`src/rtl/ts_afp_pkg.sv`:
```
// shared types and constants for the transport stream adaptation field parser
package ts_afp_pkg;

   localparam int unsigned BYTE_W    = 8;
   localparam int unsigned SHIFT_W   = 48;
   localparam int unsigned BASE_W    = 33;
   localparam int unsigned EXT_W     = 9;
   localparam int unsigned FULL_W    = 42;
   localparam int unsigned BASE_LSB  = 15;
   localparam int unsigned LAYOUT_W  = 4;
   localparam int unsigned RSP_DATA_W = 240;

   // flag bit positions in the flags byte
   localparam int unsigned FLAG_PCR_BIT    = 4;
   localparam int unsigned FLAG_OPCR_BIT   = 3;
   localparam int unsigned FLAG_SPLICE_BIT = 2;

   // 27 MHz clock = base * 300 + extension
   localparam logic [FULL_W-1:0] CLOCK_SCALE = FULL_W'(300);

   typedef enum logic [1:0] {
      STATUS_OK      = 2'd0,
      STATUS_SHORT   = 2'd1,
      STATUS_OVERRUN = 2'd2
   } status_type;

   // one finished field, before the clock products are formed
   typedef struct packed {
      status_type          status;
      logic [BYTE_W-1:0]   field_length;
      logic [BYTE_W-1:0]   flag_bits;
      logic [BASE_W-1:0]   pcr_base;
      logic [EXT_W-1:0]    pcr_extension;
      logic                pcr_nonzero;
      logic [BASE_W-1:0]   opcr_base;
      logic [EXT_W-1:0]    opcr_extension;
      logic [BYTE_W-1:0]   splice_countdown;
   } field_snap_type;

endpackage

```
`src/rtl/ts_adaptation_field_parser_top.sv`:
```
// top level of the transport stream adaptation field parser
//
// takes one byte of a transport packet per item, starting at the adaptation
// field length byte (req_tuser high), and returns one result item when the
// field ends or the buffer ends (req_tlast high) first. an item is accepted
// in every cycle while the result side keeps up: the parser state updates on
// each accepted byte, a field snapshot register loads on the byte that ends
// a field, and the clock products (base * 300 + extension) are formed between
// the snapshot and the output register. req_tready drops only while both the
// snapshot and the output register hold a result and the output is not being
// emptied in the same cycle.
// bytes outside a field are taken and dropped; a new length byte restarts
// parsing and drops any unfinished field without a result.
module ts_adaptation_field_parser_top (
   input  logic         clock,
   input  logic         reset,
   // input items
   input  logic         req_tvalid,
   output logic         req_tready,
   input  logic [7:0]   req_tdata,   // data_byte
   input  logic         req_tuser,   // field_start
   input  logic         req_tlast,   // buffer_end
   // result items
   output logic         rsp_tvalid,
   input  logic         rsp_tready,
   // from bit 0 up: parse_status[1:0], field_length[9:2], flag_bits[17:10],
   // pcr_base[50:18], pcr_extension[59:51], pcr_full[101:60],
   // opcr_base[134:102], opcr_extension[143:135], opcr_full[185:144],
   // chosen_time[227:186], splice_countdown[235:228], zero pad[239:236]
   output logic [239:0] rsp_tdata
);
   import ts_afp_pkg::*;

   logic            item_take;
   logic            out_free;
   logic            snap_valid;
   field_snap_type  snap;
   logic [FULL_W-1:0] pcr_full, opcr_full, chosen;

   logic                  rsp_valid_ff, rsp_valid_in;
   logic [RSP_DATA_W-1:0] rsp_data_ff, rsp_data_in;

   // output register can take a new result when empty or draining
   assign out_free   = !rsp_valid_ff || rsp_tready;
   // snapshot register can take a new item when it moves on or is empty
   assign req_tready = out_free || !snap_valid;
   assign item_take  = req_tvalid && req_tready;

   ts_afp_parser u_parser (
      .clock       (clock),
      .reset       (reset),
      .item_take   (item_take),
      .data_byte   (req_tdata),
      .field_start (req_tuser),
      .buffer_end  (req_tlast),
      .snap_take   (out_free),
      .snap_valid  (snap_valid),
      .snap        (snap)
   );

   ts_afp_clock_mul u_pcr_mul (
      .base      (snap.pcr_base),
      .extension (snap.pcr_extension),
      .full      (pcr_full)
   );

   ts_afp_clock_mul u_opcr_mul (
      .base      (snap.opcr_base),
      .extension (snap.opcr_extension),
      .full      (opcr_full)
   );

   // pcr wins whenever it is nonzero, known from base and extension directly
   assign chosen = snap.pcr_nonzero ? pcr_full : opcr_full;

   always_comb begin
      rsp_data_in = {4'b0000,
                     snap.splice_countdown,
                     chosen,
                     opcr_full,
                     snap.opcr_extension,
                     snap.opcr_base,
                     pcr_full,
                     snap.pcr_extension,
                     snap.pcr_base,
                     snap.flag_bits,
                     snap.field_length,
                     snap.status};
   end

   always_comb begin
      if (out_free) begin
         rsp_valid_in = snap_valid;
      end else begin
         rsp_valid_in = rsp_valid_ff;
      end
   end

   always_ff @(posedge clock) begin
      if (reset) begin
         rsp_valid_ff <= 1'b0;
      end else begin
         rsp_valid_ff <= rsp_valid_in;
      end
   end

   // result payload, loaded only when a finished field moves on
   always_ff @(posedge clock) begin
      if (out_free && snap_valid) begin
         rsp_data_ff <= rsp_data_in;
      end
   end

   assign rsp_tvalid = rsp_valid_ff;
   assign rsp_tdata  = rsp_data_ff;

endmodule

```
`src/rtl/ts_afp_parser.sv`:
```
// byte-serial parser state and the registered snapshot of a finished field
module ts_afp_parser (
   input  logic                     clock,
   input  logic                     reset,
   input  logic                     item_take,
   input  logic [7:0]               data_byte,
   input  logic                     field_start,
   input  logic                     buffer_end,
   input  logic                     snap_take,
   output logic                     snap_valid,
   output ts_afp_pkg::field_snap_type snap
);
   import ts_afp_pkg::*;

   logic                  active_ff, active_in;
   logic [BYTE_W-1:0]     pos_ff, pos_in;
   logic [BYTE_W-1:0]     len_ff, len_in;
   logic [BYTE_W-1:0]     flags_ff, flags_in;
   logic [SHIFT_W-1:0]    pcr_shift_ff, pcr_shift_in;
   logic [SHIFT_W-1:0]    opcr_shift_ff, opcr_shift_in;
   logic [BYTE_W-1:0]     splice_ff, splice_in;
   logic                  snap_valid_ff, snap_valid_in;
   field_snap_type        snap_ff, snap_in;

   logic                  emit;
   status_type            emit_status;
   logic [LAYOUT_W-1:0]   opcr_first, splice_pos;
   logic [LAYOUT_W-1:0]   opcr_first_n, splice_pos_n, flagged_last_n;
   logic                  pcr_ok, opcr_ok, spl_ok;

   // layout of the flagged body from the flags already held
   always_comb begin
      opcr_first = LAYOUT_W'(2) + (flags_ff[FLAG_PCR_BIT] ? LAYOUT_W'(6) : '0);
      splice_pos = opcr_first + (flags_ff[FLAG_OPCR_BIT] ? LAYOUT_W'(6) : '0);
   end

   always_comb begin
      active_in     = active_ff;
      pos_in        = pos_ff;
      len_in        = len_ff;
      flags_in      = flags_ff;
      pcr_shift_in  = pcr_shift_ff;
      opcr_shift_in = opcr_shift_ff;
      splice_in     = splice_ff;
      emit          = 1'b0;
      emit_status   = STATUS_OK;

      if (field_start) begin
         active_in     = 1'b1;
         pos_in        = '0;
         len_in        = data_byte;
         flags_in      = '0;
         pcr_shift_in  = '0;
         opcr_shift_in = '0;
         splice_in     = '0;
         if (data_byte == '0) begin
            emit = 1'b1;
         end else if (buffer_end) begin
            emit        = 1'b1;
            emit_status = STATUS_SHORT;
         end
      end else if (active_ff) begin
         pos_in = pos_ff + BYTE_W'(1);
         if (pos_in == BYTE_W'(1)) begin
            flags_in = data_byte;
         end else if (flags_ff[FLAG_PCR_BIT] && pos_in < BYTE_W'(8)) begin
            pcr_shift_in = {pcr_shift_ff[SHIFT_W-BYTE_W-1:0], data_byte};
         end else if (flags_ff[FLAG_OPCR_BIT] && pos_in >= BYTE_W'(opcr_first)
                      && pos_in < BYTE_W'(opcr_first) + BYTE_W'(6)) begin
            opcr_shift_in = {opcr_shift_ff[SHIFT_W-BYTE_W-1:0], data_byte};
         end else if (flags_ff[FLAG_SPLICE_BIT] && pos_in == BYTE_W'(splice_pos)) begin
            splice_in = data_byte;
         end
         if (pos_in >= len_ff) begin
            emit        = 1'b1;
            emit_status = (BYTE_W'(flagged_last_n) > len_ff) ? STATUS_OVERRUN : STATUS_OK;
         end else if (buffer_end) begin
            emit        = 1'b1;
            emit_status = STATUS_SHORT;
         end
      end
      if (emit) begin
         active_in = 1'b0;
      end
   end

   // layout again from the updated flags, for the emitted result
   always_comb begin
      opcr_first_n   = LAYOUT_W'(2) + (flags_in[FLAG_PCR_BIT] ? LAYOUT_W'(6) : '0);
      splice_pos_n   = opcr_first_n + (flags_in[FLAG_OPCR_BIT] ? LAYOUT_W'(6) : '0);
      flagged_last_n = splice_pos_n + (flags_in[FLAG_SPLICE_BIT] ? LAYOUT_W'(1) : '0)
                       - LAYOUT_W'(1);
      pcr_ok  = flags_in[FLAG_PCR_BIT] && pos_in >= BYTE_W'(7);
      opcr_ok = flags_in[FLAG_OPCR_BIT]
                && pos_in >= BYTE_W'(opcr_first_n) + BYTE_W'(5);
      spl_ok  = flags_in[FLAG_SPLICE_BIT] && pos_in >= BYTE_W'(splice_pos_n);
   end

   always_comb begin
      snap_in.status           = emit_status;
      snap_in.field_length     = len_in;
      snap_in.flag_bits        = flags_in;
      snap_in.pcr_base         = pcr_ok ? pcr_shift_in[BASE_LSB +: BASE_W] : '0;
      snap_in.pcr_extension    = pcr_ok ? pcr_shift_in[EXT_W-1:0] : '0;
      snap_in.pcr_nonzero      = pcr_ok && (pcr_shift_in[BASE_LSB +: BASE_W] != '0
                                 || pcr_shift_in[EXT_W-1:0] != '0);
      snap_in.opcr_base        = opcr_ok ? opcr_shift_in[BASE_LSB +: BASE_W] : '0;
      snap_in.opcr_extension   = opcr_ok ? opcr_shift_in[EXT_W-1:0] : '0;
      snap_in.splice_countdown = spl_ok ? splice_in : '0;
   end

   always_comb begin
      if (item_take) begin
         snap_valid_in = emit;
      end else begin
         snap_valid_in = snap_valid_ff && !snap_take;
      end
   end

   always_ff @(posedge clock) begin
      if (reset) begin
         active_ff     <= 1'b0;
         pos_ff        <= '0;
         len_ff        <= '0;
         flags_ff      <= '0;
         pcr_shift_ff  <= '0;
         opcr_shift_ff <= '0;
         splice_ff     <= '0;
         snap_valid_ff <= 1'b0;
      end else begin
         snap_valid_ff <= snap_valid_in;
         if (item_take) begin
            active_ff     <= active_in;
            pos_ff        <= pos_in;
            len_ff        <= len_in;
            flags_ff      <= flags_in;
            pcr_shift_ff  <= pcr_shift_in;
            opcr_shift_ff <= opcr_shift_in;
            splice_ff     <= splice_in;
         end
      end
   end

   always_ff @(posedge clock) begin
      if (item_take && emit) begin
         snap_ff <= snap_in;
      end
   end

   assign snap_valid = snap_valid_ff;
   assign snap       = snap_ff;

endmodule

```
`src/rtl/ts_afp_clock_mul.sv`:
```
// 27 mhz clock value from a 33-bit base and a 9-bit extension
module ts_afp_clock_mul (
   input  logic [32:0] base,
   input  logic [8:0]  extension,
   output logic [41:0] full
);
   import ts_afp_pkg::*;

   assign full = FULL_W'(base) * CLOCK_SCALE + FULL_W'(extension);

endmodule

```
`config.mk`:
```
export PLATFORM = sky130hd
export DESIGN_NAME = ts_adaptation_field_parser_top
export DESIGN_NICKNAME = d
export VERILOG_FILES = /design/src/rtl/ts_afp_pkg.sv /design/src/rtl/ts_adaptation_field_parser_top.sv /design/src/rtl/ts_afp_parser.sv /design/src/rtl/ts_afp_clock_mul.sv
export SDC_FILE = /design/constraint.sdc
export NUM_CORES = 1
export LEC_CHECK = 0
export BUFFER_PORTS_ARGS = -buffer_cell sky130_fd_sc_hd__buf_2
export CAP_MARGIN = 5
export CORE_MARGIN = 2
export CORE_UTILIZATION = 48
export CTS_BUF_LIST = sky130_fd_sc_hd__clkbuf_4 sky130_fd_sc_hd__clkbuf_8 sky130_fd_sc_hd__clkbuf_16
export CTS_CLUSTER_SIZE = 25
export DETAILED_ROUTE_END_ITERATION = 6
export PLACE_DENSITY = 0.66
export SLEW_MARGIN = 10
export SYNTH_ARGS = -nofsm -noshare
export SYNTH_HDL_FRONTEND = slang
export SYNTH_SLANG_ARGS = --single-unit
```
`constraint.sdc`:
```
create_clock -name clock -period 17 [get_ports clock]
set_clock_uncertainty 0.1 [all_clocks]
set_input_delay 0.85 -clock clock [delete_from_list [all_inputs] [get_ports clock]]
set_output_delay 0.85 -clock clock [all_outputs]
set_load 0.01 [all_outputs]
```
==> impl_metrics.toml, run 1 <==
[final_layout]
diodes = 0
utilization_pct = 54.5
final_nets = 3487
design_area_sq_um = 33600
seq_area_sq_um = 12900
drive_above_1_share_pct = 13.9
n_fill_cell = 5471
fin_cells = 3970
synthToLayoutAreaGrowth_pct = 12.4
multi_input_area_sq_um = 15200

[min_path]
min_from = "u_parser.snap[5]$_SDFFCE_PN0P_"
min_path_type = "flop to flop"
min_path_cells = 0
holdPathEnd = "rsp_tdata[233]$_DFFE_PP_"

[clock_tree]
clk_latency_ns = 0.63
tritoncts = "built"
numCtsBuffers = 51
htreeDepth = 2
cts.sinks = 474
clk_pin_slew_worst_paths_ns = 0.07
clockBufferDepth = 3
ctsHoldBuffers = 0
clock_tree.root_cell = "clkbuf_16"
post_cts_resized = 0
post_cts_buffers = 0

[outcome]
outcome = "finished, final reports clean"

[die]
die-height_um = 254
die_area_sq_um = 64300
fp-row-count = 91
start_util_pct = 48.5
die_w_um = 254
core_sq_um = 61700
io_pins = 256

[power]
pwr-share-clk_pct = 33.0
swShare_pct = 33.0
ir_drop_mv = 0.0805
combPwrFrac_pct = 28.4
seq_power_share_pct = 38.6
powerDensity_nw_per_um2 = 104
fin_total_pwr_mw = 3.48
p_switching_mw = 1.15
power.leakage_nw = 13.7
p_int_mw = 2.33

[sta]
maxSlewViolCount = 0
timing.final.crit_share_pct = 37.4
max_freq_mhz = 157
hold_slack_ns = 0.320
setup_slack_ns = 10.63
worst_pin_slew_ns = 1.07
post-route-min-period_ns = 6.37
fin_setup_tns_ns = 0
setup_viol = 0
slew-limit-headroom_pct = 28.5
hold_viol = 0
rsz0062_at_grt = "no"

[synth]
synth-compound-area-share_pct = 11.5
ys_async_sr_fraction_pct = 0
postSynthAreaPerCell_sq_um = 10.3
ys_warn_count = 0
synthCells = 2898
synthMuxAreaShare_pct = 3.70
synth_fa_ha_area_share_pct = 19.0
yosysTopAreaCell = "edfxtp_1"
yosysTopAreaCellShare_pct = 34.4
synthSimpleGateAreaFrac_pct = 12.6
synth_area_leaders = "edfxtp_1 34%, ha_1 11%, dfxtp_1 8.8%"
netlist-cell-type-count = 82
synth-xor-area-share_pct = 3.81
syn-cell-area_sq_um = 29900
synth_top_family_by_area = "adder cells"
synth_ff_type = "edfxtp_1"
yosysSeqAreaShare_pct = 43.2
ys_seq_elements = 474
synth_edf_count = 343

[critical_path]
crit-reg2reg-launch = "u_parser.snap[26]$_SDFFCE_PN0P_"
cp_data_arrival_time_ns = 6.61
reg2reg_depth = 18
r2r_end = "rsp_tdata[226]$_DFFE_PP_"
cpMostUsedCell = "ha_1"
crit_required_ns = 17.24
cp_max_fo = 11
reg2reg_setup_slack_ns = 10.63
cp_slowest_stage_delay_ns = 0.54
start_kind = "flop"
cp_top_family = "simple AND/OR/NAND/NOR gates"
crit_buf_inv = 2
path_class = "flop to flop"
crit_slowest_cell = "edfxtp_1"
critPathCaptureType = "flop"
crit_chain = "ha_1, ha_1, fa_1, inv_1, fa_1, inv_1, ha_1, nand2_1, nor2_1, nand4_1, and4_1, nor3_1, and3_1, nand4_1, nor4_2, nand3_1, xor2_1, mux2_2"

[drt]
via_per_inst = 5.60
firstDrtPassIters = 6
drtIter0Drc = 1540
post_drt_wl_per_cell_um = 20.0
postRouteAntennaNets = 0
wl_um = 79300
drc = 0
vias = 22247

[placed_design]
place_area_sq_um = 31900
hpwl_um = 60400
post-place-cells = 3874
gp_congestion = 0.916
portBuffers = 251
pre_cts_ws_ns = 10.79

[global_routing]
grt_overflow = 0
grt_pass1_wl_um = 123000
antenna_found_initial = 0
grt_use_total_pct = 24.5
grt_max_degree = 85
grt_pass1_vias = 22191

[job]
cap_viol_max_count = 0
power by group through the flow:
stage | Sequential [mW] | Clock, mW | Combinational (mW)
finish | 1.34 | 1.15 | 0.989
detailed placement | 1.37 | 0 | 0.982
global route | 1.35 | 1.22 | 1.09
CTS | 1.34 | 1.17 | 0.988
global placement | 1.37 | 0 | 0.969
floorplan | 1.38 | 0 | 0.675
synth_stat cells, types with 69 or more instances:
cell type / instances
a21oi_1: 172
a22oi_1: 108
clkbuf_1: 103
dfxtp_1: 131
edfxtp_1: 343
fa_1: 118
ha_1: 265
inv_1: 351
nand2_1: 231
nor2_1: 267
o21ai_0: 69
xnor2_1: 91
cell families (layout without fill, tap and decap cells):
kind of cell               Yosys count  in the layout
xor gates and xnor gates           130            130
DFF                                474            474
other                                1              4
and+or+nand+nor                    795            795
muxes                              105            105
AOI/OAI and AO/OA                  527            527
adders and majority gates          383            383
buffers and inverters              483            715
flip-flops by register name, indices dropped and copies added (netlist names), 8 cells and up:
register / count
u_parser.snap: 111
u_parser.opcr_shift_ff: 48
u_parser.flags_ff: 8
u_parser.splice_ff: 8
u_parser.len_ff: 8
rsp_tdata: 232
u_parser.pos_ff: 8
u_parser.pcr_shift_ff: 48
metal layers:
layer  share of wire, %  track usage (%)  vias up
met5                  0                0        -
met4                2.4             6.45        0
met3                5.7             3.80      102
met2                 47             40.8      675
met1                 45             33.5    10928
li1                   -                -    10542
area by class of cell:
type | instances | area share [%]
Clock buffer | 63 | 4.14
Tap cell | 837 | 3.11
Multi-Input combinational cell | 1944 | 45.2
Timing Repair Buffer | 268 | 4.12
Clock inverter | 33 | 1.12
Sequential cell | 474 | 38.4
Inverter | 351 | 3.92
how the worst max path moves through the flow:
stage	start	to	depth (start not counted)
CTS	u_parser.snap[26]$_SDFFCE_PN0P_	rsp_tdata[226]$_DFFE_PP_	18
detailed placement	u_parser.snap[26]$_SDFFCE_PN0P_	rsp_tdata[226]$_DFFE_PP_	18
finish	u_parser.snap[26]$_SDFFCE_PN0P_	rsp_tdata[226]$_DFFE_PP_	18
global route	u_parser.snap[68]$_SDFFCE_PN0P_	rsp_tdata[225]$_DFFE_PP_	18
floorplan	rsp_tready	rsp_tdata[0]$_DFFE_PP_	2
global placement	u_parser.snap[65]$_SDFFCE_PN0P_	rsp_tdata[225]$_DFFE_PP_	18
cells in the final DEF, fill, tap and decap left out, drive strengths merged, types with 10 or more instances in the layout:
cell | Yosys | layout
a211oi | 14 | 14
a21o | 35 | 35
a21oi | 172 | 172
a22oi | 108 | 108
a31oi | 12 | 12
and2 | 19 | 19
and3 | 21 | 21
and4 | 10 | 10
buf | 28 | 268
clkbuf | 104 | 63
clkinv | 0 | 21
dfxtp | 131 | 131
edfxtp | 343 | 343
fa | 118 | 118
ha | 265 | 265
inv | 351 | 353
mux2 | 44 | 44
mux2i | 61 | 61
nand2 | 231 | 231
nand2b | 16 | 16
nand3 | 53 | 53
nand4 | 42 | 42
nor2 | 267 | 267
nor2b | 11 | 11
nor3 | 35 | 35
nor4 | 30 | 30
o211ai | 20 | 20
o21a | 19 | 19
o21ai | 75 | 75
or3 | 16 | 16
xnor2 | 91 | 91
xor2 | 39 | 39
Note: power is estimated with default switching activity, not from simulation.
==> inputs of run 2 (changes only) <==
--- a/config.mk
+++ b/config.mk
@@ -5,6 +5,7 @@
 export SDC_FILE = /design/constraint.sdc
 export NUM_CORES = 1
 export LEC_CHECK = 0
+export ABC_AREA = 1
 export BUFFER_PORTS_ARGS = -buffer_cell sky130_fd_sc_hd__buf_2
 export CAP_MARGIN = 5
 export CORE_MARGIN = 2
==> constraint.sdc (replaced) <==
create_clock -name clock -period 6.31 [get_ports clock]
set_clock_uncertainty 0.1 [all_clocks]
set_input_delay 0.3155 -clock clock [delete_from_list [all_inputs] [get_ports clock]]
set_output_delay 0.3155 -clock clock [all_outputs]
set_load 0.01 [all_outputs]
==> run 2 against run 1 <==
Sequential share of layout area is 2.1 points lower; non-clock buffer count is 1 higher; routed wire length is 8.9% higher; count of clock-buffer cells in the layout is 1 lower; global-route usage is 0.72 points higher; sequential cell count stayed put; clock power grew to 2.6 times the previous value; critical path type unchanged; largest cell class unchanged; largest power group is now combinational cells; highest routed layer unchanged.
==> impl_metrics.toml, run 2 <==
[drt]
drtIter0Drc = 2212
post_drt_wl_per_cell_um = 17.3
drc = 0
vias = 25797
via_per_inst = 5.17
postRouteAntennaNets = 0
wl_um = 86300
firstDrtPassIters = 6

[die]
fp-row-count = 94
start_util_pct = 48.5
io_pins = 256
core_sq_um = 65900
die-height_um = 262
die_w_um = 262
die_area_sq_um = 68600

[synth]
synth_edf_count = 343
synth_top_family_by_area = "simple AND/OR/NAND/NOR gates"
postSynthAreaPerCell_sq_um = 8.27
synth_area_leaders = "edfxtp_1 32%, ha_1 10%, nand2_1 10%"
synth.most_common_cell = "nand2_1"
ys_async_sr_fraction_pct = 0
synth-xor-area-share_pct = 1.63
ys_seq_elements = 474
yosysTopAreaCellShare_pct = 32.3
synthSimpleGateAreaFrac_pct = 20.9
synth_ff_type = "edfxtp_1"
synth_commonest_cells = "878 x nand2_1, 722 x inv_1, 343 x edfxtp_1, 343 x nor2_1, 265 x ha_1"
ys_warn_count = 0
syn-cell-area_sq_um = 31900
synth_fa_ha_area_share_pct = 17.8
synth-compound-area-share_pct = 8.94
netlist-cell-type-count = 51
yosysSeqAreaShare_pct = 40.5
yosysTopAreaCell = "edfxtp_1"
synthMuxAreaShare_pct = 0
synthCells = 3861

[global_routing]
grt_use_total_pct = 25.3
grt_pass1_vias = 24566
met3_usage_pct = 3.63
grtUsageMet2_pct = 40.0
grt_overflow = 0
grt_pass1_wl_um = 135000
antenna_found_initial = 1
grt_util_met1_pct = 36.3
grt_max_degree = 151
top_usage_layer = "met2"

[power]
power.leakage_nw = 16.9
ir_drop_mv = 0.239
powerDensity_nw_per_um2 = 408

[critical_path]
cp_data_arrival_time_ns = 5.47
cp_max_fo = 5
start_kind = "flop"
crit_required_ns = 6.56
critPathCaptureType = "flop"
crit-reg2reg-launch = "u_parser.snap[71]$_SDFFCE_PN0P_"
reg2reg_setup_slack_ns = 1.09
r2r_end = "rsp_tdata[220]$_DFFE_PP_"
reg2reg_depth = 21
path_class = "flop to flop"

[job]
cap_viol_max_count = 0

[placed_design]
gp_congestion = 1.01
hpwl_um = 66200
pre_cts_ws_ns = 1.19
portBuffers = 251

[clock_tree]
numCtsBuffers = 49
clock_tree.root_cell = "clkbuf_16"
cts.sinks = 474
post_cts_buffers = 0
clk_pin_slew_worst_paths_ns = 0.06
htreeDepth = 2
clockBufferDepth = 3
tritoncts = "built"
clk_latency_ns = 0.62

[min_path]
min_path_type = "input port to flop"
holdPathEnd = "u_parser.splice_ff[2]$_SDFFE_PP0P_"
min_from = "req_tdata[2]"
min_path_cells = 3

[final_layout]
final_cell_mix = "878 x nand2_1, 721 x inv_1, 343 x edfxtp_1"
synthToLayoutAreaGrowth_pct = 11.5
final_nets = 4483
final_common_cell = "nand2_1"
drive_above_1_share_pct = 10.8
largest_reg_flops = 232

[sta]
fin_setup_tns_ns = 0
worst_pin_slew_ns = 1.11
max_freq_mhz = 191
maxSlewViolCount = 0
setup_viol = 0
hold_slack_ns = 0.0896
slew-limit-headroom_pct = 26.2
setup_slack_ns = 1.09
rsz0062_at_grt = "no"
post-route-min-period_ns = 5.22
timing.final.crit_share_pct = 82.8
hold_viol = 0

[outcome]
outcome = "finished, final reports clean"
==> run 2: cell types whose count changed after synthesis, sizes merged, moves of 61 or more <==
cell | previous run | this run
nand3 | 53 | 195
nand2 | 231 | 899
nor2 | 267 | 367
mux2i | 61 | 0
inv | 351 | 733
xnor2 | 91 | 15
a22oi | 108 | 0
o21ai | 75 | 244
a21oi | 172 | 251
==> run 2: worst max-delay path by stage <==
stage | startpoint | to | slack [ns] | cells past startpoint
after detailed placement | u_parser.snap[71]$_SDFFCE_PN0P_ | rsp_tdata[220]$_DFFE_PP_ | 1.19 | 21
final | u_parser.snap[71]$_SDFFCE_PN0P_ | rsp_tdata[220]$_DFFE_PP_ | 1.09 | 21
after global routing | u_parser.snap[85]$_SDFFCE_PN0P_ | rsp_tdata[219]$_DFFE_PP_ | 0.72 | 24
after CTS | u_parser.snap[71]$_SDFFCE_PN0P_ | rsp_tdata[220]$_DFFE_PP_ | 1.16 | 21
after floorplan | u_parser.pos_ff[0]$_SDFFE_PP0P_ | u_parser.active_ff$_SDFFE_PP0P_ | 0.97 | 18
after global placement | u_parser.snap[45]$_SDFFCE_PN0P_ | rsp_tdata[220]$_DFFE_PP_ | 1.14 | 20
==> run 2: power breakdown <==
group	leakage (nW)	internal (mW)	switching (mW)
clock network	0.819	1.68	1.29
registers	4.20	3.83	0.145
logic	11.8	2.29	5.29
total	16.9	7.80	6.72
==> run 2: cell type report <==
| class | instances | area, sq um |
|---|---|---|
| fillers | 6209 | 30300 |
| multi-input cells | 2557 | 15800 |
| flip-flops and latches | 474 | 12900 |
| inverters | 735 | 2760 |
| repair buffers | 269 | 1410 |
| clock buffers | 62 | 1340 |
| well taps | 864 | 1080 |
| clock inverters | 28 | 305 |
| diodes | 1 | 2.50 |
==> run 2: worst max-delay path, cell delays in order, from the launching register on <==
cell and delay (ns):
edfxtp_1 0.53, ha_1 0.35, ha_1 0.30, fa_1 0.55, inv_1 0.06, fa_1 0.51, inv_1 0.05, ha_1 0.40
nand2_1 0.12, nor2_1 0.21, nand2_1 0.10, o21bai_1 0.20, nand3b_1 0.13, nand2_2 0.10, nor2_2 0.18, nand2_1 0.07
nor3_1 0.47, nand3_1 0.15, nand2_1 0.09, nand2_1 0.12, nand2_1 0.09, nand2_1 0.07
==> run 2: logic make-up (layout without fill, tap and decap cells) <==
family,Yosys count,count (layout)
AOI/OAI and AO/OA,540,540
xor gates and xnor gates,57,57
adders and majority gates,383,383
buffers and inverters,833,1094
DFF,474,474
other,1,5
and+or+nand+nor,1573,1573
==> run 2: metrics by stage <==
| step | power [mW] | util (%) | instance area [sq um] | cells |
|---|---|---|---|---|
| global placement | 11.4 | 51.5 | 33900 | 4895 |
| finish | 14.5 | 54.0 | 35600 | 4990 |
| CTS | 14.5 | 54.0 | 35600 | 4989 |
| detailed placement | 11.5 | 51.5 | 33900 | 4895 |
| global route | 15.7 | 54.0 | 35600 | 4989 |
| floorplan | 9.25 | - | 32000 | 3864 |
==> run 2: repair_timing <==
action / CTS / global route
hold buffers: 4 / 0
resized for setup: 0 / 0
endpoints found under the hold margin: 3 / 0
==> run 2: routing by layer <==
metal / vias to the layer above / part of all wire [%] / wire (um)
li1: 12823 / - / -
met1: 12037 / 47 / 40200
met2: 811 / 44 / 38300
met3: 126 / 6.6 / 5740
met4: 0 / 2.4 / 2070
met5: - / 0 / 0
